==> src/sv/mfs_ram.sv <==
// Generic simple dual-port RAM with registered read.
module mfs_ram #(
    parameter int WIDTH = 8,
    parameter int DEPTH = 16
) (
    input  logic                     clk,
    input  logic                     we,
    input  logic [$clog2(DEPTH)-1:0] waddr,
    input  logic [WIDTH-1:0]         wdata,
    input  logic [$clog2(DEPTH)-1:0] raddr,
    output logic [WIDTH-1:0]         rdata
);

    logic [WIDTH-1:0] mem [DEPTH];

    always_ff @(posedge clk)
    begin
        if (we)
        begin
            mem[waddr] <= wdata;
        end
        rdata <= mem[raddr];
    end

endmodule

==> config.mk <==
export PLATFORM = sky130hd
export DESIGN_NAME = mfs_ram
export DESIGN_NICKNAME = d
export VERILOG_FILES = /design/src/sv/mfs_ram.sv
export SDC_FILE = /design/constraint.sdc
export NUM_CORES = 1
export LEC_CHECK = 0
export BUFFER_PORTS_ARGS = -buffer_cell sky130_fd_sc_hd__buf_4
export CORE_AREA = 10 10 114 157
export CTS_CLUSTER_SIZE = 8
export DETAILED_ROUTE_END_ITERATION = 7
export DIE_AREA = 0 0 124 167
export PLACE_DENSITY = 0.5
export SLEW_MARGIN = 0
export SYNTH_ARGS = -nofsm -noshare
export SYNTH_HDL_FRONTEND = slang
export SYNTH_SLANG_ARGS = --single-unit
==> constraint.sdc <==
create_clock -name clk -period 1.49 [get_ports clk]
set_clock_uncertainty 0.15 [all_clocks]
set_input_delay 0 -clock clk [delete_from_list [all_inputs] [get_ports clk]]
set_output_delay 0 -clock clk [all_outputs]
set_load 0.01 [all_outputs]
Word level (Yosys, flattened, before mapping)
Memories as Yosys holds them, arrays and structs flattened. A register that Yosys moved wholly into a read port is not among the register bits.
Index checks and enable logic that the tools add are counted.
{"block": "word_totals", "regBits": 0, "latchBits": 0, "ram_bits": 128, "romBits": 0, "input_bits": 18, "output_inout_bits": 8, "mem_count": 1}
{"block": "classes", "add_sub_neg": 0, "n_mul": 0, "n_div": 0, "order_cmp": 0, "n_eq_ne": 0, "n_shift": 0, "mux": 2, "n_bitwise": 0, "reduce_logical": 0}
{"name": "mem", "words": 16, "word_bits": 8, "read_ports": 1, "rd_ports_with_merged_regs": 1, "wr": 1, "line_no": "14", "text": "logic [WIDTH-1:0] mem [DEPTH];"}
{"operator": "$mux W1", "n": 2}

Depth between registers and ports, before layout
Gate-level depths: netlist (run 1).
{"block": "depth", "word_depth": 2, "mapped_depth": 5}

Worst setup path after synthesis (run 1)
No wires, ideal clock.
{"block": "synth_path", "path_kind": "input -> register", "start": "input waddr[2]", "end": "memory mem[0][0], enable pin", "setup_ns": 0.383, "t_arrival_ns": 1.110, "t_required_ns": 0.957, "path_slack_ns": -0.153, "path_stages": 2, "n_path_buf": 0, "cell_sequence": "or3b_2 -> nor3_1"}
{"element": "from (decl)", "line_no": "8", "text": "input logic [$clog2(DEPTH)-1:0] waddr,"}
{"element": "to (decl)", "line_no": "14"}
No word-level cell before the write port.

==> flow_summary.yaml, run 1 <==
run_status:
  status: "complete, no violations"
yosys:
  async_flop_share_pct: 0
  synthSimpleGateAreaFrac_pct: 3.18
  synthDistinctLibCells: 19
  synth_flop_cell: "edfxtp_1"
  yosys.area_share.adder_pct: 0
  syn_avg_cell_area_um2: 22.5
  yosys_warnings: 0
  syn_nets: 247
  synth_top_family_by_area: "multiplexers"
  netlist_area_um2: 5150
  synth_xor_area_share_pct: 0
  synth_edf_count: 128
  ys_seq_area_share_pct: 77.8
  ys_seq_elements: 136
  synthMuxAreaShare_pct: 15.0
  synth-compound-area-share_pct: 2.33
  postSynthCellCount: 229
global_routing:
  grt_overflow: 0
  grt_pass1_wl_mm: 16.4
  grt_usage_pct: 10.9
  grt_use_met2_pct: 17.8
  use_met3_pct: 3.21
  gr-usage-met1_pct: 13.2
  top_usage_layer: "met2"
  grt_max_degree: 17
  antenna_found_initial: 0
  grt_pass1_vias: 2713
worst_setup_path:
  crit_chain: "mux4_1 -> a22oi_1 -> nand2_1"
  worstSetupEndpointType: "flip-flop"
  cpMaxStageDelayCell: "mux4_1"
  regToRegSetupSlack_ps: 50
  critPathMaxFanout: 1
  critPathKind: "flip-flop to flip-flop"
  arrival_ps: 1580
  max_stage_delay_ps: 500
  required_ps: 1630
  cp-start-kind: "flip-flop"
power:
  comb_power_share_pct: 5.3
  p_int_uw: 7320
  p_per_area_nw_per_um2: 1420
  pwr-share-seq_pct: 47.0
  p_leak_uw: 0.00219
  ir_worst_vdd_mv: 0.622
  clkPwrFrac_pct: 47.7
  switching_power_uw: 1820
  swShare_pct: 19.9
cells_and_area:
  syn2layout_area_growth_pct: 25.6
  final_area_um2: 6460
  nets: 316
  final_layout_size_suffix_gt1_share_pct: 34.7
  antenna_cells: 0
die:
  rows: 53
  core_area_um2: 14900
  dieHeight_um: 167
  die_w_um: 124
  io_pins: 26
  initial_utilization_pct: 34.5
  dieArea_um2: 20700
detailed_routing:
  viasPerCell: 4.99
  wl_per_cell_um: 21.3
  drt-total-wl_mm: 10.7
  drt_iter0_markers: 170
  drc: 0
  drt-pass1-iter-count: 4
  ant_nets: 0
  vias: 2512
placed_design:
  dpl-instance-area_um2: 5730
  portBuffers: 25
  hpwl_mm: 7.43
  gp_congestion: 0.772
  place_ws_ps: -38.3
timing:
  maxSlewViolCount: 0
  final_hold_viol_count: 0
  finalWorstSetupSlack_ps: 53.7
  period_needed_ps: 1440
  rsz0062_at_grt: "no"
  worst_slew_pin_slew_ps: 798
  tns_ps: 0
  max_freq_ghz: 0.696
  slew-limit-headroom_pct: 46.7
  finalCritPeriodShare_pct: 96.4
  setup_viol: 0
flow_run:
  maxCapViolations: 0
cts:
  clock_path_buffers: 2
  cts.sinks: 136
  cts-htree-levels: 4
  postCtsSetupRepairBufs: 0
  clk_pin_slew_ps: 60
  cts_root_buffer: "clkbuf_16"
  clk_latency_ps: 400
  cts_made_buffers: 17
  cts_tree: "yes"
worst_hold_path:
  hp-class: "input pin to flip-flop"
[power by group through the flow]
stage	clock (µW)	sequential (µW)	combinational (µW)
final	4360	4300	484
after global routing	4620	4310	526
after CTS	4460	4310	490
after detailed placement	0	4390	466
after global placement	0	4380	461
after floorplan	0	4390	217
[synth_stat cells, types with 3 or more instances]
cell type        number  area, µm²
a22oi_1              16        120
buf_2                 3       15.0
buf_6                 3       33.8
clkdlybuf4s25_2       3       30.0
dfxtp_1               8        160
edfxtp_1            128       3840
mux4_1               14        368
mux4_2               18        405
nand2_1               9       33.8
nor2_1               13       48.8
nor3_1                4       20.0
[cell type report]
| cell class | instances | area, µm² |
|---|---|---|
| fillers | 1278 | 8460 |
| flip-flops and latches | 136 | 4000 |
| clock buffers | 18 | 429 |
| repair buffers | 60 | 526 |
| clock inverters | 14 | 195 |
| multi-input cells | 83 | 1070 |
| well taps | 192 | 240 |
[sequential cells by signal, indices dropped and copies added, names as in the netlist]
| name | flops |
|---|---|
| rdata | 8 |
| mem | 128 |
[final timing paths]
path                            endpoint  startpoint  depth (start not counted)
worst max-delay path            rdata[3]   mem[1][3]                          3
worst min-delay path            rdata[3]    raddr[1]                          4
worst max register to register  rdata[3]   mem[1][3]                          3
worst min register to register  rdata[4]  mem[14][4]                          3
[through the flow]
step | std cells | hold WS (ps) | utilization [%] | total power [µW]
floorplan | 229 | -51.1 | - | 4600
global placement | 461 | 152 | 38.4 | 4840
detailed placement | 461 | 166 | 38.4 | 4850
CTS | 503 | 8.37 | 43.3 | 9260
global route | 503 | 30.5 | 43.3 | 9460
finish | 503 | 18.0 | 43.3 | 9150
[repair_timing]
action	in CTS	in global routing
endpoints found under the hold margin	160	0
pin swaps	0	1
hold buffers	10	0
resized for setup	2	5
setup endpoints to repair	1	5
[layer usage]
layer	up-vias	routed length [µm]
met1	1342	4510
met5	-	0
li1	1103	-
met3	13	455
met2	54	5610
met4	0	159
[worst max-delay path: cells and delay by family, from the launching register on]
| family | cells | cell delay (ps) |
|---|---|---|
| AO/OA/AOI/OAI | 1 | 230 |
| flip-flops | 1 | 360 |
| multiplexers | 1 | 500 |
| AND/OR/NAND/NOR | 1 | 80 |
[kinds of logic (layout without fill, tap and decap cells)]
family          Yosys count  count (layout)
flops                   136             136
simple gates             35              35
mux                      32              32
compound gates           16              16
buf+inv                  10              92
[cell usage in the layout, fill, tap and decap left out, drive strengths merged]
| cell type | count |
|---|---|
| a22oi | 16 |
| and2 | 1 |
| and2b | 1 |
| buf | 50 |
| bufinv | 4 |
| clkbuf | 18 |
| clkinv | 3 |
| clkinvlp | 4 |
| dfxtp | 8 |
| dlygate4sd3 | 10 |
| edfxtp | 128 |
| inv | 3 |
| mux4 | 32 |
| nand2 | 9 |
| nand2b | 2 |
| nand3 | 1 |
| nand3b | 2 |
| nor2 | 13 |
| nor2b | 1 |
| nor3 | 4 |
| or3b | 1 |
No activity file was read; power rests on OpenSTA's default activity.
==> run 2: changes to the inputs <==
--- a/config.mk
+++ b/config.mk
@@ -11,6 +11,7 @@
 export DETAILED_ROUTE_END_ITERATION = 7
 export DIE_AREA = 0 0 124 167
 export PLACE_DENSITY = 0.5
+export REMOVE_ABC_BUFFERS = 1
 export SLEW_MARGIN = 0
 export SYNTH_ARGS = -nofsm -noshare
 export SYNTH_HDL_FRONTEND = slang
==> run 2 against run 1 <==
  * Power down 4.1%
  * Worst setup slack worse by 12 ps
  * Largest cell class unchanged
  * Combinational power rose by 3%
  * Critical path type unchanged
==> flow_summary.yaml, run 2 (same netlist as run 1, synthesis figures left out) <==
run_status:
  status: "complete, no violations"
cts:
  clock_path_buffers: 2
  clk_latency_ps: 400
  cts_made_buffers: 17
  cts_tree: "yes"
  clk_pin_slew_ps: 60
  cts_root_buffer: "clkbuf_16"
  cts-htree-levels: 4
  cts.sinks: 136
cells_and_area:
  final_layout_size_suffix_gt1_share_pct: 37.1
  regMostFlops: "mem"
  stdcell_count: 510
  final_cell_mix: "128 x edfxtp_1, 53 x buf_4, 22 x mux4_2"
  reg_top3: "mem: 128 flops, rdata: 8 flops"
  multiInputGateArea_um2: 1080
  fillers: 1299
  seqCellArea_um2: 4000
  final_area_um2: 6470
  syn2layout_area_growth_pct: 25.7
  largest_reg_flops: 128
  nets: 323
  final_common_cell: "edfxtp_1"
  antenna_cells: 0
timing:
  maxSlewViolCount: 0
  rsz0062_at_grt: "no"
  max_freq_ghz: 0.691
  period_needed_ps: 1450
  tns_ps: 0
  worst_slew_pin_slew_ps: 963
  finalCritPeriodShare_pct: 97.2
  slew-limit-headroom_pct: 35.5
  final_hold_viol_count: 0
  setup_viol: 0
die:
  io_pins: 26
  initial_utilization_pct: 34.5
  dieHeight_um: 167
  die_w_um: 124
  rows: 53
  core_area_um2: 14900
  dieArea_um2: 20700
placed_design:
  dp.cells: 467
  portBuffers: 25
  hpwl_mm: 7.38
  gp_congestion: 0.726
  dpl-instance-area_um2: 5760
worst_hold_path:
  min-delay-start: "raddr[2]"
  hp-class: "input pin to flip-flop"
detailed_routing:
  drt-pass1-iter-count: 4
  drt_iter0_markers: 129
  ant_nets: 0
  drc: 0
  drt-total-wl_mm: 10.4
  wl_per_cell_um: 20.4
  vias: 2448
  viasPerCell: 4.80
global_routing:
  grt_pass1_wl_mm: 16.2
  grt_max_degree: 17
  grt_overflow: 0
  grt_usage_pct: 10.7
  grt_pass1_vias: 2756
  antenna_found_initial: 0
power:
  finalPower_uw: 8770
  p_leak_uw: 0.00220
  p_per_area_nw_per_um2: 1360
  ir_worst_vdd_mv: 0.808
worst_setup_path:
  reg2reg_from: "mem[3][7]"
  max_stage_delay_ps: 490
  required_ps: 1620
  critPathKind: "flip-flop to flip-flop"
  cp-start-kind: "flip-flop"
  worstSetupEndpointType: "flip-flop"
  crit_chain: "mux4_2 -> a22oi_2 -> nand2_1"
  cpMaxStageDelayCell: "mux4_2"
  critical_path.startpoint: "mem[3][7]"
  arrival_ps: 1580
  critPathMaxFanout: 1
flow_run:
  maxCapViolations: 0
-- run 2: changes by cell type in the layout (fill, tap and decap cells not counted), moves of 3 or more --
cell | previous run | this run
clkbuf_8 | 0 | 4
buf_4 | 46 | 53
a22oi_1 | 12 | 8
a22oi_2 | 4 | 8
bufinv_16 | 4 | 1
-- run 2: final timing paths --
path         slack [ps]  depth (start not counted)        to
max                  40                          3  rdata[7]
min                  40                          4  rdata[5]
max reg2reg          40                          3  rdata[7]
min reg2reg         530                          3  rdata[1]
-- run 2: what timing repair did --
action | in CTS | in global routing
gates resized for setup | 3 | 9
hold buffers | 11 | 0
endpoints found under the hold margin | 161 | 0
setup buffers | 0 | 0
setup endpoints to repair | 3 | 8
pin swaps | 0 | 3
cloned | 0 | 0
-- run 2: final cells by class --
class / count / share of cell area, %
Clock buffer: 22 / 7.48
Multi-Input combinational cell: 83 / 16.7
Sequential cell: 136 / 61.9
Clock inverter: 10 / 1.45
Tap cell: 192 / 3.71
Timing Repair Buffer: 67 / 8.78
-- run 2: critical path: cells and delay by family, from the launching register on --
family	cells	cell delay, ps
AO/OA/AOI/OAI	1	220
flip-flops	1	370
multiplexers	1	490
AND/OR/NAND/NOR	1	100
-- run 2: power breakdown --
part	total (µW)	switching (µW)	internal [µW]
Clock	3970	1500	2480
Sequential	4300	24.5	4280
Combinational	497	252	245
Total	8770	1770	7000
-- run 2: layer usage --
| metal | vias up | global-route usage [%] | wire length, µm |
|---|---|---|---|
| met4 | 0 | 4.52 | 148 |
| met3 | 8 | 2.30 | 209 |
| met1 | 1288 | 12.1 | 4320 |
| met5 | - | 0 | 0 |
| li1 | 1117 | - | - |
| met2 | 35 | 18.7 | 5740 |
-- run 2: through the flow --
step | worst slack (ps) | utilization (%) | hold WS, ps
after floorplan | -153 | - | -51.1
after global placement | -53.2 | 38.6 | 149
after detailed placement | -82.0 | 38.6 | 159
after CTS | 3.36 | 43.3 | 24.5
after global routing | 0.257 | 43.4 | 83.4
final | 42.1 | 43.4 | 41.7
==> run 3: changes to the inputs <==
--- a/config.mk
+++ b/config.mk
@@ -10,7 +10,7 @@
 export CTS_CLUSTER_SIZE = 8
 export DETAILED_ROUTE_END_ITERATION = 7
 export DIE_AREA = 0 0 124 167
-export PLACE_DENSITY = 0.5
+export PLACE_DENSITY = 0.48
 export REMOVE_ABC_BUFFERS = 1
 export SLEW_MARGIN = 0
 export SYNTH_ARGS = -nofsm -noshare
==> constraint.sdc (replaced) <==
create_clock -name clk -period 1.5 [get_ports clk]
set_clock_uncertainty 0.15 [all_clocks]
set_input_delay 0 -clock clk [delete_from_list [all_inputs] [get_ports clk]]
set_output_delay 0 -clock clk [all_outputs]
set_load 0.01 [all_outputs]
==> run 3 against run 2 <==
  * Register-to-register slack better by 20 ps
  * Worst setup slack better by 15 ps
  * Clock power is 13% higher
  * Via count is 0.16% higher
  * Non-clock buffer count is 5 lower
  * First-iteration DRC count is 8.5% lower
  * Maximum frequency is 0.38% higher
  * Power is 5.5% higher
  * Critical path depth stayed put
  * Largest power group is now the clock network
==> flow_summary.yaml, run 3 (same netlist as run 1, synthesis figures left out) <==
run_status:
  status: "complete, no violations"
worst_setup_path:
  worstSetupEndpointType: "flip-flop"
  required_ps: 1630
  cp-start-kind: "flip-flop"
  crit_chain: "mux4_1 -> a22oi_1 -> nand2_1"
  max_stage_delay_ps: 510
  cpMaxStageDelayCell: "mux4_1"
  regToRegSetupSlack_ps: 60
  critPathMaxFanout: 1
  arrival_ps: 1570
  critPathKind: "flip-flop to flip-flop"
cts:
  cts_made_buffers: 17
  clk_pin_slew_ps: 60
  cts_root_buffer: "clkbuf_16"
  cts_tree: "yes"
  clock_path_buffers: 2
  clk_latency_ps: 410
  postCtsSetupRepairBufs: 0
  cts.sinks: 136
  cts-htree-levels: 4
timing:
  finalWorstSetupSlack_ps: 57.5
  worst_slew_pin_slew_ps: 883
  slew-limit-headroom_pct: 40.9
  setup_viol: 0
  rsz0062_at_grt: "no"
  max_freq_ghz: 0.693
  maxSlewViolCount: 0
  final_hold_viol_count: 0
  period_needed_ps: 1440
  hold_slack_ps: 21.4
  finalCritPeriodShare_pct: 96.2
global_routing:
  grt_pass1_vias: 2724
  grt_overflow: 0
  grt_usage_pct: 10.7
  grt_max_degree: 24
  grt_pass1_wl_mm: 16.1
  antenna_found_initial: 0
die:
  rows: 53
  die_w_um: 124
  dieArea_um2: 20700
  dieHeight_um: 167
  core_area_um2: 14900
  io_pins: 26
  initial_utilization_pct: 34.5
detailed_routing:
  drt-pass1-iter-count: 4
  wl_per_cell_um: 20.6
  vias: 2452
  viasPerCell: 4.86
  drc: 0
  drt-total-wl_mm: 10.4
  ant_nets: 0
  drt_iter0_markers: 118
placed_design:
  gp_congestion: 0.721
  hpwl_mm: 7.17
  portBuffers: 25
  place_ws_ps: -69.7
cells_and_area:
  antenna_cells: 0
  fillers: 1285
  syn2layout_area_growth_pct: 26.4
  final_cell_mix: "128 x edfxtp_1, 49 x buf_4, 22 x mux4_2"
  final_layout_size_suffix_gt1_share_pct: 36.4
  final_common_cell: "edfxtp_1"
  largest_reg_flops: 128
  reg_top3: "mem: 128 flops, rdata: 8 flops"
  regMostFlops: "mem"
  nets: 318
power:
  p_leak_uw: 0.00221
  ir_worst_vdd_mv: 0.590
  finalPower_uw: 9260
  p_per_area_nw_per_um2: 1420
worst_hold_path:
  hp-class: "input pin to flip-flop"
flow_run:
  maxCapViolations: 0
==> run 3: through the flow <==
step,instance area [µm²],instances,TNS (ps),util (%)
global route,6500,505,0,43.6
detailed placement,5730,463,-124,38.4
finish,6500,505,0,43.6
global placement,5730,463,-93.8,38.4
floorplan,5060,219,-1140,-
CTS,6490,505,0,43.5
==> run 3: final cells by class <==
class / count / area (µm²) / share of cell area, %
Tap cell: 192 / 240 / 3.69
Clock buffer: 18 / 429 / 6.60
Sequential cell: 136 / 4000 / 61.6
Clock inverter: 14 / 221 / 3.40
Timing Repair Buffer: 62 / 528 / 8.12
Multi-Input combinational cell: 83 / 1080 / 16.6
==> run 3: per-layer routing <==
metal	share of wire [%]	up-vias	global-route usage, %
met2	52	48	17.7
met3	3.0	14	3.15
met1	42	1281	12.1
met5	0	-	0
met4	3.1	0	5.72
li1	-	1109	-
==> run 3: timing repair <==
action / 4_1_cts / 5_1_grt
hold buffers: 10 / 0
resized for setup: 2 / 10
endpoints found under the setup margin: 2 / 6
pin swaps: 1 / 1
hold endpoints to repair: 160 / 0
==> run 3: path summary, 6_finish.rpt <==
| kind | startpoint | endpoint | cells past startpoint |
|---|---|---|---|
| worst max-delay path | mem[10][1] | rdata[1] | 3 |
| worst min-delay path | raddr[2] | rdata[2] | 4 |
| worst max register to register | mem[10][1] | rdata[1] | 3 |
| worst min register to register | mem[14][2] | rdata[2] | 3 |
==> run 3: power breakdown <==
| part | switching [µW] | internal [µW] |
|---|---|---|
| Combinational | 248 | 234 |
| Sequential | 23.1 | 4250 |
| Clock | 1540 | 2960 |
==> run 3: worst max-delay path, delay by kind of cell (launching register included) <==
family             cells  cell delay (ps)
muxes                  1              510
DFF                    1              360
AOI/OAI and AO/OA      1              190
and+or+nand+nor        1              100
