===== config.mk =====
export PLATFORM = sky130hd
export DESIGN_NAME = mfs_scan
export DESIGN_NICKNAME = d
export VERILOG_FILES = /design/src/sv/mfs_pkg.sv /design/src/sv/mfs_scan.sv
export SDC_FILE = /design/constraint.sdc
export NUM_CORES = 1
export LEC_CHECK = 0
export BUFFER_PORTS_ARGS = -buffer_cell sky130_fd_sc_hd__buf_4
export CAP_MARGIN = 25
export CELL_PAD_IN_SITES_DETAIL_PLACEMENT = 0
export CELL_PAD_IN_SITES_GLOBAL_PLACEMENT = 2
export CORE_MARGIN = 2
export CORE_UTILIZATION = 21
export CTS_BUF_LIST = sky130_fd_sc_hd__clkbuf_16
export DETAILED_ROUTE_END_ITERATION = 8
export PLACE_DENSITY_LB_ADDON = 0.15
export SYNTH_ARGS = -nofsm -noshare
export SYNTH_HDL_FRONTEND = slang
export SYNTH_SLANG_ARGS = --single-unit

===== constraint.sdc =====
create_clock -name clk -period 3.4 [get_ports clk]
set_input_delay 0.68 -clock clk [delete_from_list [all_inputs] [get_ports clk]]
set_output_delay 0.68 -clock clk [all_outputs]
set_load 0.1 [all_outputs]

===== src/sv/mfs_pkg.sv =====
// Shared types, sizes and codes for the max frequency stack.
package mfs_pkg;

    localparam int CAPACITY   = 64;
    localparam int DISTINCT   = 64;
    localparam int VALUE_BITS = 32;

    localparam int EW     = $clog2(CAPACITY);
    localparam int SW     = $clog2(DISTINCT);
    localparam int CW     = $clog2(CAPACITY + 1);
    localparam int SCAN_N = (CAPACITY > DISTINCT) ? CAPACITY : DISTINCT;
    localparam int NW     = $clog2(SCAN_N + 1);

    // Request kinds
    localparam logic REQ_PUSH = 1'b0;
    localparam logic REQ_POP  = 1'b1;

    // Response status codes
    localparam logic [1:0] ST_PUSH  = 2'd0;
    localparam logic [1:0] ST_POP   = 2'd1;
    localparam logic [1:0] ST_EMPTY = 2'd2;
    localparam logic [1:0] ST_FULL  = 2'd3;

    typedef struct packed {
        logic        req_type;
        logic [31:0] push_value;
    } req_t;

    typedef struct packed {
        logic [31:0] pop_value;
        logic [1:0]  status;
    } resp_t;

    // Outcome of one pass over the count table and entry flags
    typedef struct packed {
        logic          match_found;
        logic [SW-1:0] match_slot;
        logic [CW-1:0] match_cnt;
        logic          free_found;
        logic [SW-1:0] free_slot;
        logic          ent_found;
        logic [EW-1:0] ent_idx;
    } scan_res_t;

endpackage


===== src/sv/mfs_scan.sv =====
// Sequential pass over the count table: finds the live slot for a key,
// the first free slot and the first free entry.
module mfs_scan import mfs_pkg::*; (
    input  logic                     clk,
    input  logic                     rst_n,
    input  logic                     start,
    input  logic [VALUE_BITS-1:0]    key,
    input  logic [VALUE_BITS+CW-1:0] rd_data,
    input  logic [DISTINCT-1:0]      slot_live,
    input  logic [CAPACITY-1:0]      entry_used,
    output logic [SW-1:0]            addr,
    output logic                     done,
    output scan_res_t                res
);

    logic [NW-1:0] idx_reg, idx_next;
    logic          run_reg, run_next;
    logic          done_reg, done_next;
    scan_res_t     res_reg, res_next;
    logic [NW-1:0] pidx;
    logic [SW-1:0] pslot;

    assign pidx  = idx_reg - NW'(1);
    assign pslot = pidx[SW-1:0];
    assign addr  = idx_reg[SW-1:0];
    assign done  = done_reg;
    assign res   = res_reg;

    // One slot compared and one entry flag checked per cycle
    always_comb
    begin
        idx_next  = idx_reg;
        run_next  = run_reg;
        done_next = 1'b0;
        res_next  = res_reg;
        if (start)
        begin
            idx_next = '0;
            run_next = 1'b1;
            res_next = '0;
        end
        else if (run_reg)
        begin
            if (idx_reg < NW'(CAPACITY) && !res_reg.ent_found
                && !entry_used[idx_reg[EW-1:0]])
            begin
                res_next.ent_found = 1'b1;
                res_next.ent_idx   = idx_reg[EW-1:0];
            end
            if (idx_reg != '0 && pidx < NW'(DISTINCT))
            begin
                if (slot_live[pslot])
                begin
                    if (!res_reg.match_found && rd_data[VALUE_BITS+CW-1:CW] == key)
                    begin
                        res_next.match_found = 1'b1;
                        res_next.match_slot  = pslot;
                        res_next.match_cnt   = rd_data[CW-1:0];
                    end
                end
                else if (!res_reg.free_found)
                begin
                    res_next.free_found = 1'b1;
                    res_next.free_slot  = pslot;
                end
            end
            if (idx_reg == NW'(SCAN_N))
            begin
                run_next  = 1'b0;
                done_next = 1'b1;
            end
            else
            begin
                idx_next = idx_reg + NW'(1);
            end
        end
    end

    always_ff @(posedge clk or negedge rst_n)
    begin
        if (!rst_n)
        begin
            idx_reg  <= '0;
            run_reg  <= 1'b0;
            done_reg <= 1'b0;
        end
        else
        begin
            idx_reg  <= idx_next;
            run_reg  <= run_next;
            done_reg <= done_next;
        end
    end

    always_ff @(posedge clk)
    begin
        res_reg <= res_next;
    end

endmodule

# After elaboration in Yosys (flattened, before gate mapping)
# Index checks and enable logic that the tools add are counted.
totals:
  register_bits: 37
  inputBits: 202
  word_cells: 48
classes:
  n_addsub: 2
  magnitude_cmp: 4
  eq_ne: 3
  n_mux: 13
  bitwise: 2
  n_reduce_logical: 14
op_table:
  columns: ["cell", "count"]
  rows:
  - ["$eq A32 B32 Y1", 1]
  - ["$mux W7", 3]
  - ["$lt A6 B7 Y1 const B", 2]
  - ["$lt A7 B7 Y1 const B", 2]
  - ["$bmux W1 S6", 2]
  - ["$mux W1", 8]
  - ["$reduce_and A4 Y1", 2]
  - ["$add A7 B1 Y7 const B", 1]
  - ["$eq A7 B7 Y1 const B", 1]
  - ["$reduce_bool A7 Y1", 1]
  - ["$sub A7 B1 Y7 const B", 1]
  - ["$logic_and A1 B1 Y1", 4]
  - ["$reduce_and A2 Y1", 2]
  - ["$logic_not A1 Y1", 3]
  - ["$reduce_and A3 Y1", 1]
  - ["$ne A2 B2 Y1 const B", 1]
  - ["$not A1 Y1", 2]
  - ["$reduce_bool A2 Y1", 1]

# Depth between registers and ports, before layout
# Gate-level depths: netlist (run 1).
logic_depth:
  word_depth: 5
  ltp_mapped: 15

# Worst setup path before layout (run 1)
# Ideal clock, no wire load.
synth_path:
  path_kind: "register -> register"
  from: "register idx_reg[0]"
  to: "register res_reg, in the netlist res[7]"
  arrival_time_ns: 3.388
  required_time_ns: 3.279
  path_slack_ns: -0.109
  path_stages_with_launch: 14
  n_path_buf: 4
  period_less_slack_ns: 3.509
  path_cell_list: "dfrtp_1 -> buf_6 -> buf_12 -> buf_12 -> clkinv_1 -> ha_1 -> xor2_1 -> buf_4 -> mux4_2 -> a32oi_1 -> nand3_1 -> o22a_4 -> a21oi_4 -> mux2_2"
synth_between:
  elab_chain_cells: 5
  word_cells_on_any_way: 8
synth_rtl:
  columns: ["element", "line", "text"]
  rows:
  - ["start, declared", "mfs_scan.sv:16", "logic [NW-1:0] idx_reg, idx_next;"]
  - ["start signal, assigned", "mfs_scan.sv:89", "idx_reg <= idx_next;"]
  - ["$sub A7 B1 Y7 *", "mfs_scan.sv:23", "assign pidx = idx_reg - NW'(1);"]
  - ["net pidx[0]", "mfs_scan.sv:20", "logic [NW-1:0] pidx;"]
  - ["$bmux W1 S6", "mfs_scan.sv:52", "if (slot_live[pslot])"]
  - ["$mux W1 (not written as such)", "mfs_scan.sv:52", null]
  - ["$not A1 Y1 (no source line)", null, null]
  - ["$reduce_and A4 Y1 (no source line)", null, null]
  - ["end signal, assigned", "mfs_scan.sv:97", "res_reg <= res_next;"]
  - ["end, declared", "mfs_scan.sv:19", "scan_res_t res_reg, res_next;"]
# Mark *: on every way through the listed nets, which the timed path passes. The rest lies on a longest branch. The select of a mux whose other input is x is not followed.
# A chain may end at the register's enable or synchronous reset.

# Worst setup path in the final report (run 1)
# Ends and elaborated chain as after synthesis.

==> results of run 1 <==
==> layout by cell type (no fill, tap or decap), types with 10 or more instances in the layout <==
cell type / synthesis / layout
nand3_1: 10 / 10
dfxtp_1: 28 / 28
nor2_1: 20 / 20
nand2_1: 10 / 10
xor2_1: 33 / 32
mux4_2: 18 / 18
buf_4: 7 / 245
mux4_1: 18 / 18
xnor2_1: 10 / 10
mux2i_1: 15 / 15
==> through the flow <==
stage	cell area, um^2	util, %	power, W
global route	5380	35.4	0.00187
detailed placement	5200	34.2	0.00130
finish	5380	35.4	0.00178
floorplan	3290	-	0.00101
global placement	5200	34.2	0.00129
CTS	5360	35.3	0.00180
==> cell type report <==
class	count	area [um^2]	share of cell area, %
Tap cell	188	235	4.38
Sequential cell	37	787	14.6
Clock inverter	2	11.3	0.209
Inverter	10	37.5	0.698
Timing Repair Buffer	247	1880	35.0
Clock buffer	6	150	2.79
Multi-Input combinational cell	216	2280	42.3
==> power groups by stage <==
stage               registers (W)  logic [W]  clock network (W)
floorplan                0.000587   0.000421                  0
global placement         0.000478   0.000816                  0
detailed placement       0.000478   0.000821                  0
CTS                      0.000469   0.000824           0.000507
global route             0.000471   0.000880           0.000522
finish                   0.000468   0.000820           0.000491
==> critical path: stages, from the launching register on <==
cell	delay (ns)
dfrtp_2	0.38
clkinv_1	0.16
ha_1	0.31
xor2_2	0.20
buf_12	0.18
mux4_2	0.50
a32oi_1	0.21
nand3_1	0.16
o22a_4	0.33
a21oi_4	0.28
mux2_2	0.36
==> logic make-up (layout without fill, tap and decap cells) <==
| group | count (synthesis) | count (layout) | synth area share (%) |
|---|---|---|---|
| AND/OR/NAND/NOR | 69 | 69 | 10.9 |
| AO/OA/AOI/OAI | 45 | 45 | 11.8 |
| multiplexers | 55 | 55 | 32.9 |
| buffers and inverters | 40 | 265 | 7.33 |
| adder cells (fa/ha/maj) | 3 | 3 | 1.15 |
| flip-flops | 37 | 37 | 24.0 |
| XOR/XNOR | 44 | 44 | 12.0 |
==> metal layers <==
layer | GRT usage (%) | share of wire (%) | up-vias
li1 | - | - | 1573
met1 | 17.1 | 42 | 1515
met2 | 24.6 | 50 | 133
met3 | 2.62 | 6.3 | 11
met4 | 4.73 | 1.8 | 0
met5 | 0 | 0 | -
==> path summary, 6_finish.rpt <==
path,slack (ns),cells after the start,endpoint
min reg2reg,0.46,2,res[12]
max in group asynchronous,3.04,1,idx_reg[0]
min in group clk,0.46,2,res[12]
max,0.22,10,res[7]
max reg2reg,0.22,10,res[7]
min,0.21,1,idx_reg[1]
==> impl_metrics.tcl, run 1 <==
set metrics [dict create \
    crit_start "idx_reg[0]" \
    critical_path_class "register to register" \
    clock-sinks 37 \
    synth_common_cells "xor2_1 (33), dfxtp_1 (28), nor2_1 (20), mux4_1 (18), mux4_2 (18)" \
    ys_ff_latch 37 \
    grt_pass1_wl_mm 18.1 \
    drt_iter0_markers 88 \
    status "completed" \
    cts_buffer_depth 2 \
    synth_nets 498 \
    portBuffers 236 \
    start_util_pct 21.6 \
    hold_buffers 0 \
    crit_arrival_ns 3.35 \
    finalCritPeriodShare_pct 93.6 \
    switching_share_pct 34.2 \
    maxCapViolations 0 \
    ys_seq_area_share_pct 24.0 \
    wire_per_inst_um 16.9 \
    place_ws_ns 0.134 \
    postCtsResizedCells 0 \
    worst_pin_slew_ns 0.577 \
    maxSlewViolCount 0 \
    core_area_mm2 0.0152 \
    grt-ovfl-total 0 \
    postCtsSetupBuffers 0 \
    worstSetupStartpointType "register" \
    critical_path.max_fanout 15 \
    die_area_mm2 0.0166 \
    die_h_um 129 \
    dp.cells 698 \
    clockRootBuffer "clkbuf_16" \
    finalHoldViolCount 0 \
    fin_hold_ws_ns 0.213 \
    post_synth.cell_area_avg_um2 11.2 \
    rsz0062_at_grt "false" \
    fin_skew_ns 0.00466 \
    setup-violations-final 0 \
    routed_wl_mm 11.9 \
    drc 0 \
    clk_pin_slew_ns 0.06 \
    finalCriticalPeriod_ns 3.18 \
    antenna_found_initial 0 \
    fillers 1579 \
    p_int_w 0.00117 \
    irDropWorstVdd_mv 0.188 \
    ant_nets 0 \
    largest_reg_flops 28 \
    critPathCaptureType "register" \
    cts-htree-levels 2 \
    final_cells 706 \
    clkPwrFrac_pct 27.6 \
    max_freq_ghz 0.314 \
    async_flop_share_pct 24.3 \
    synth_ff_type "dfxtp_1" \
    combPwrFrac_pct 46.1 \
    cts_buffers 5 \
    timing.rr.start "idx_reg[0]" \
    fp-row-count 45 \
    relSlewSlack_pct 61.3 \
    via_per_inst 4.58 \
    hold_path_class "primary input to async pin" \
    die_w_um 129 \
    first_pass_iters 4 \
    io_pins 237 \
    p_leak_nw 2.40 \
    grt_pass1_vias 3452 \
    netlist_area_mm2 0.00328 \
    grt_start_max_net_pins 35 \
    dp_hpwl_mm 10.0 \
    place.gp.congestion 0.772 \
    synthToLayoutAreaGrowth_pct 64.1 \
    yosysUniqueCellTypes 50 \
    postSynthCellCount 293 \
    cts_tree "done" \
    synth.most_common_cell "xor2_1" \
    yosys_warnings 0 \
    fin_tns_setup_ns 0 \
    setup_slack_ns 0.219 \
    synth_top_area_share_pct 17.1 \
    drive_above_1_share_pct 57.3 \
    grt_use_total_pct 14.0 \
    synth_area_leader_cell "dfxtp_1" \
    crit_required_ns 3.57 \
    final_nets 722 \
    switchingPower_w 0.000608 \
    vias 3232 \
    synth_edf_count 0 \
    antennaDiodeCount 0 \
    power_frac_seq_pct 26.3 \
    p_per_area_mw_per_mm2 331 \
    clk_latency_ns 0.28 \
    synth_area_leaders "dfxtp_1 (17%), mux4_1 (14%), mux4_2 (12%)" \
]
Note: power is estimated with default switching activity, not from simulation.
==> inputs of run 2 (changes only) <==
CTS_BUF_LIST = sky130_fd_sc_hd__clkbuf_8   (was sky130_fd_sc_hd__clkbuf_16)
==> impl_metrics.tcl, run 2 (synthesis results as in run 1) <==
set metrics [dict create \
    dp_hpwl_mm 10.0 \
    finalCritPeriodShare_pct 93.5 \
    drt_iter0_markers 88 \
    setup-violations-final 0 \
    start_util_pct 21.6 \
    worstSetupStartpointType "register" \
    clockRootBuffer "clkbuf_8" \
    globalRouteMet3Util_pct 2.87 \
    rrSetupSlack_ns 0.22 \
    p_int_w 0.00110 \
    wire_per_inst_um 16.9 \
    r2r-end "res[7]" \
    fin_tns_setup_ns 0 \
    rr_worst_depth 10 \
    crit_required_ns 3.59 \
    met2_usage_pct 24.6 \
    worst_pin_slew_ns 0.578 \
    finalCriticalPeriod_ns 3.18 \
    grt-ovfl-total 0 \
    timing.rr.start "idx_reg[0]" \
    fin_skew_ns 0.00541 \
    cp_top_family "multiplexers" \
    clk_latency_ns 0.29 \
    critical_path_class "register to register" \
    p_leak_nw 2.38 \
    final_common_cell "buf_4" \
    die_area_mm2 0.0166 \
    met1_usage_pct 17.1 \
    antennaDiodeCount 0 \
    worstPathCellList "clkinv_1 > ha_1 > xor2_2 > buf_12 > mux4_2 > a32oi_1 > nand3_1 > o22a_4 > a21oi_4 > mux2_2" \
    cts_tree "done" \
    status "completed" \
    layout_common_cells "buf_4 (245), xor2_1 (32), dfxtp_1 (28)" \
    fin_hold_ws_ns 0.195 \
    clock-sinks 37 \
    path_buf_inv 2 \
    die_w_um 129 \
    via_per_inst 4.58 \
    grt_pass1_wl_mm 18.1 \
    portBuffers 236 \
    cts_buffers 5 \
    crit_arrival_ns 3.37 \
    rsz0062_at_grt "false" \
    switching_share_pct 35.1 \
    largest_reg_flops 28 \
    max_freq_ghz 0.315 \
    cts-htree-levels 2 \
    maxCapViolations 0 \
    critical_path.max_fanout 15 \
    cpPeakStageDelay_ns 0.50 \
    grt_use_total_pct 13.9 \
    finalHoldViolCount 0 \
    critPathCaptureType "register" \
    cts_buffer_depth 2 \
    hold_path_class "primary input to async pin" \
    relSlewSlack_pct 61.3 \
    place.gp.congestion 0.772 \
    synthToLayoutAreaGrowth_pct 62.8 \
    irDropWorstVdd_mv 0.128 \
    core_area_mm2 0.0152 \
    power_frac_seq_pct 27.7 \
    clkPwrFrac_pct 23.8 \
    p_per_area_mw_per_mm2 316 \
    io_pins 237 \
    top_usage_layer "met2" \
    first_pass_iters 4 \
    die_h_um 129 \
    final_nets 722 \
    worst_path_max_delay_cell "mux4_2" \
    power_w 0.00169 \
    antenna_found_initial 0 \
    drive_above_1_share_pct 57.5 \
    clk_pin_slew_ns 0.08 \
    routed_wl_mm 11.9 \
    combPwrFrac_pct 48.5 \
    drc 0 \
    grt_pass1_vias 3452 \
    hold_buffers 0 \
    ant_nets 0 \
    fillers 1580 \
    fp-row-count 45 \
    grt_start_max_net_pins 35 \
    switchingPower_w 0.000593 \
    maxSlewViolCount 0 \
    vias 3233 \
]
run 2: cell count changes in the layout (fill, tap and decap cells not counted), sizes merged:
cell    change
bufinv      +1
clkinv      -1
run 2: cell type report:
| class | instances | area (um^2) | share of cell area, % |
|---|---|---|---|
| multi-input cells | 216 | 2280 | 42.7 |
| inverters | 10 | 37.5 | 0.704 |
| clock buffers | 6 | 82.6 | 1.55 |
| repair buffers | 247 | 1880 | 35.2 |
| well taps | 188 | 235 | 4.41 |
| flip-flops and latches | 37 | 787 | 14.8 |
| clock inverters | 2 | 37.5 | 0.704 |
run 2: layer usage:
metal	share of wire [%]	up-vias
li1	-	1573
met1	42	1515
met2	50	132
met3	6.4	13
met4	1.8	0
met5	0	-
run 2: worst max-delay path by stage:
stage,cells after the start,slack (ns),startpoint,end
after floorplan,13,0.003,idx_reg[0],res[7]
after global placement,9,0.26,idx_reg[0],res[8]
after detailed placement,9,0.13,idx_reg[0],res[7]
after CTS,9,0.12,idx_reg[0],res[7]
after global routing,10,0.03,idx_reg[0],res[7]
final,10,0.22,idx_reg[0],res[7]
run 2: power groups by stage:
stage | registers, W | clock network [W] | logic, W
final | 0.000468 | 0.000402 | 0.000819
after CTS | 0.000469 | 0.000416 | 0.000824
after floorplan | 0.000587 | 0 | 0.000421
after global routing | 0.000470 | 0.000433 | 0.000880
after detailed placement | 0.000478 | 0 | 0.000821
after global placement | 0.000478 | 0 | 0.000816
run 2: repair_timing:
item	4_1_cts	5_1_grt
buffers inserted	0	0
gates resized for setup	0	2
setup endpoints to repair	0	2
run 2: stage by stage:
step / cell area [um^2] / util [%] / setup slack [ns] / cells
6_report: 5340 / 35.1 / 0.223 / 706
5_1_grt: 5340 / 35.1 / 0.0334 / 706
4_1_cts: 5320 / 35.0 / 0.122 / 706
3_5_place_dp: 5200 / 34.2 / 0.134 / 698
3_3_place_gp: 5200 / 34.2 / 0.260 / 698
2_1_floorplan: 3290 / - / 0.00311 / 293
==> inputs of run 3 (changes only) <==
CORE_ASPECT_RATIO = 0.5   (was default)
==> impl_metrics.tcl, run 3 (synthesis results as in run 1) <==
set metrics [dict create \
    critical_path.max_fanout 15 \
    crit_start "idx_reg[0]" \
    ant_nets 0 \
    clockRootBuffer "clkbuf_8" \
    cts-htree-levels 2 \
    final_cells 723 \
    finalCritPeriodShare_pct 92.0 \
    die_h_um 92.3 \
    critical_path_class "register to register" \
    dp.cells 715 \
    first_pass_iters 4 \
    drc 0 \
    r2r-end "res[7]" \
    rr_worst_depth 10 \
    die_w_um 181 \
    fp-row-count 32 \
    via_per_inst 4.55 \
    core_area_mm2 0.0153 \
    clk_latency_ns 0.30 \
    layout_common_cells "buf_4 (247), xor2_1 (32), dfxtp_1 (28)" \
    crit_arrival_ns 3.32 \
    worstSetupStartpointType "register" \
    clock-sinks 37 \
    placed_area_mm2 0.00522 \
    synthToLayoutAreaGrowth_pct 63.2 \
    maxSlewViolCount 0 \
    hold_buffers 0 \
    postCtsResizedCells 0 \
    finalHoldViolCount 0 \
    finalCriticalPeriod_ns 3.13 \
    portBuffers 236 \
    p_per_area_mw_per_mm2 315 \
    fin_tns_setup_ns 0 \
    antenna_found_initial 0 \
    vias 3289 \
    final_common_cell "buf_4" \
    relSlewSlack_pct 63.7 \
    dp_hpwl_mm 9.91 \
    wire_per_inst_um 16.5 \
    worst_pin_slew_ns 0.543 \
    timing.rr.start "idx_reg[0]" \
    cts_buffer_depth 2 \
    cts_buffers 5 \
    place.gp.congestion 0.750 \
    antennaDiodeCount 0 \
    die_area_mm2 0.0167 \
    fin_skew_ns 0.00906 \
    fin_area_mm2 0.00535 \
    grt-ovfl-total 0 \
    routed_wl_mm 12.0 \
    hold_path_class "primary input to async pin" \
    irDropWorstVdd_mv 0.163 \
    final_nets 723 \
    grt_pass1_vias 3385 \
    grt_start_max_net_pins 35 \
    maxCapViolations 0 \
    grt_use_total_pct 13.9 \
    clk_pin_slew_ns 0.07 \
    crit_required_ns 3.59 \
    start_util_pct 21.4 \
    rsz0062_at_grt "false" \
    rrSetupSlack_ns 0.27 \
    cts_tree "done" \
    largest_reg_flops 28 \
    drt_iter0_markers 96 \
    power_w 0.00168 \
    drive_above_1_share_pct 57.4 \
    setup-violations-final 0 \
    critPathCaptureType "register" \
    p_leak_nw 2.39 \
    max_freq_ghz 0.320 \
    postCtsSetupBuffers 0 \
    fin_hold_ws_ns 0.190 \
    status "completed" \
    grt_pass1_wl_mm 17.9 \
    io_pins 237 \
]
## run 3: cell types whose count changed in the layout (fill, tap and decap cells not counted)
| cell | previous run | this run |
|---|---|---|
| clkinvlp_4 | 1 | 0 |
| buf_4 | 245 | 247 |
| buf_12 | 2 | 1 |
| inv_1 | 8 | 9 |
## run 3: final cells by class
type	count	area (um^2)
clock buffer	6	82.6
tap	204	255
timing repair buffer	248	1870
clock inverter	2	33.8
sequential	37	787
multi-input combinational	216	2280
inverter	10	37.5
fill	1600	9990
## run 3: stage by stage
stage	setup slack, ns	util [%]
5_1_grt	0.0235	34.9
3_5_place_dp	0.169	34.0
4_1_cts	0.153	34.8
3_3_place_gp	0.215	34.0
2_1_floorplan	0.00311	-
6_report	0.272	34.9
## run 3: critical path, stage by stage (launching register included)
cell      delay, ns
dfrtp_2        0.36
clkinv_1       0.18
ha_1           0.33
xor2_2         0.19
buf_12         0.18
mux4_2         0.49
a32oi_1        0.20
nand3_1        0.13
o22a_4         0.31
a21oi_4        0.28
mux2_2         0.36
## run 3: per-layer routing
| metal | global-route usage [%] | up-vias | part of all wire, % |
|---|---|---|---|
| met1 | 16.5 | 1563 | 40 |
| li1 | - | 1573 | - |
| met2 | 25.0 | 147 | 51 |
| met3 | 3.97 | 6 | 7.8 |
| met5 | 0 | - | 0 |
| met4 | 3.02 | 0 | 0.86 |
## run 3: worst max path at each step
| stage | endpoint | slack [ns] | cells past startpoint |
|---|---|---|---|
| finish | res[7] | 0.27 | 10 |
| global route | res[7] | 0.02 | 10 |
| CTS | res[7] | 0.15 | 9 |
| detailed placement | res[7] | 0.17 | 9 |
| global placement | res[8] | 0.21 | 9 |
| floorplan | res[7] | 0.003 | 13 |
## run 3: report_power, final
| part | switching [W] | internal [W] | total (W) |
|---|---|---|---|
| registers | 0.0000141 | 0.000454 | 0.000468 |
| logic | 0.000417 | 0.000402 | 0.000819 |
| clock network | 0.000161 | 0.000236 | 0.000397 |
| total | 0.000592 | 0.00109 | 0.00168 |
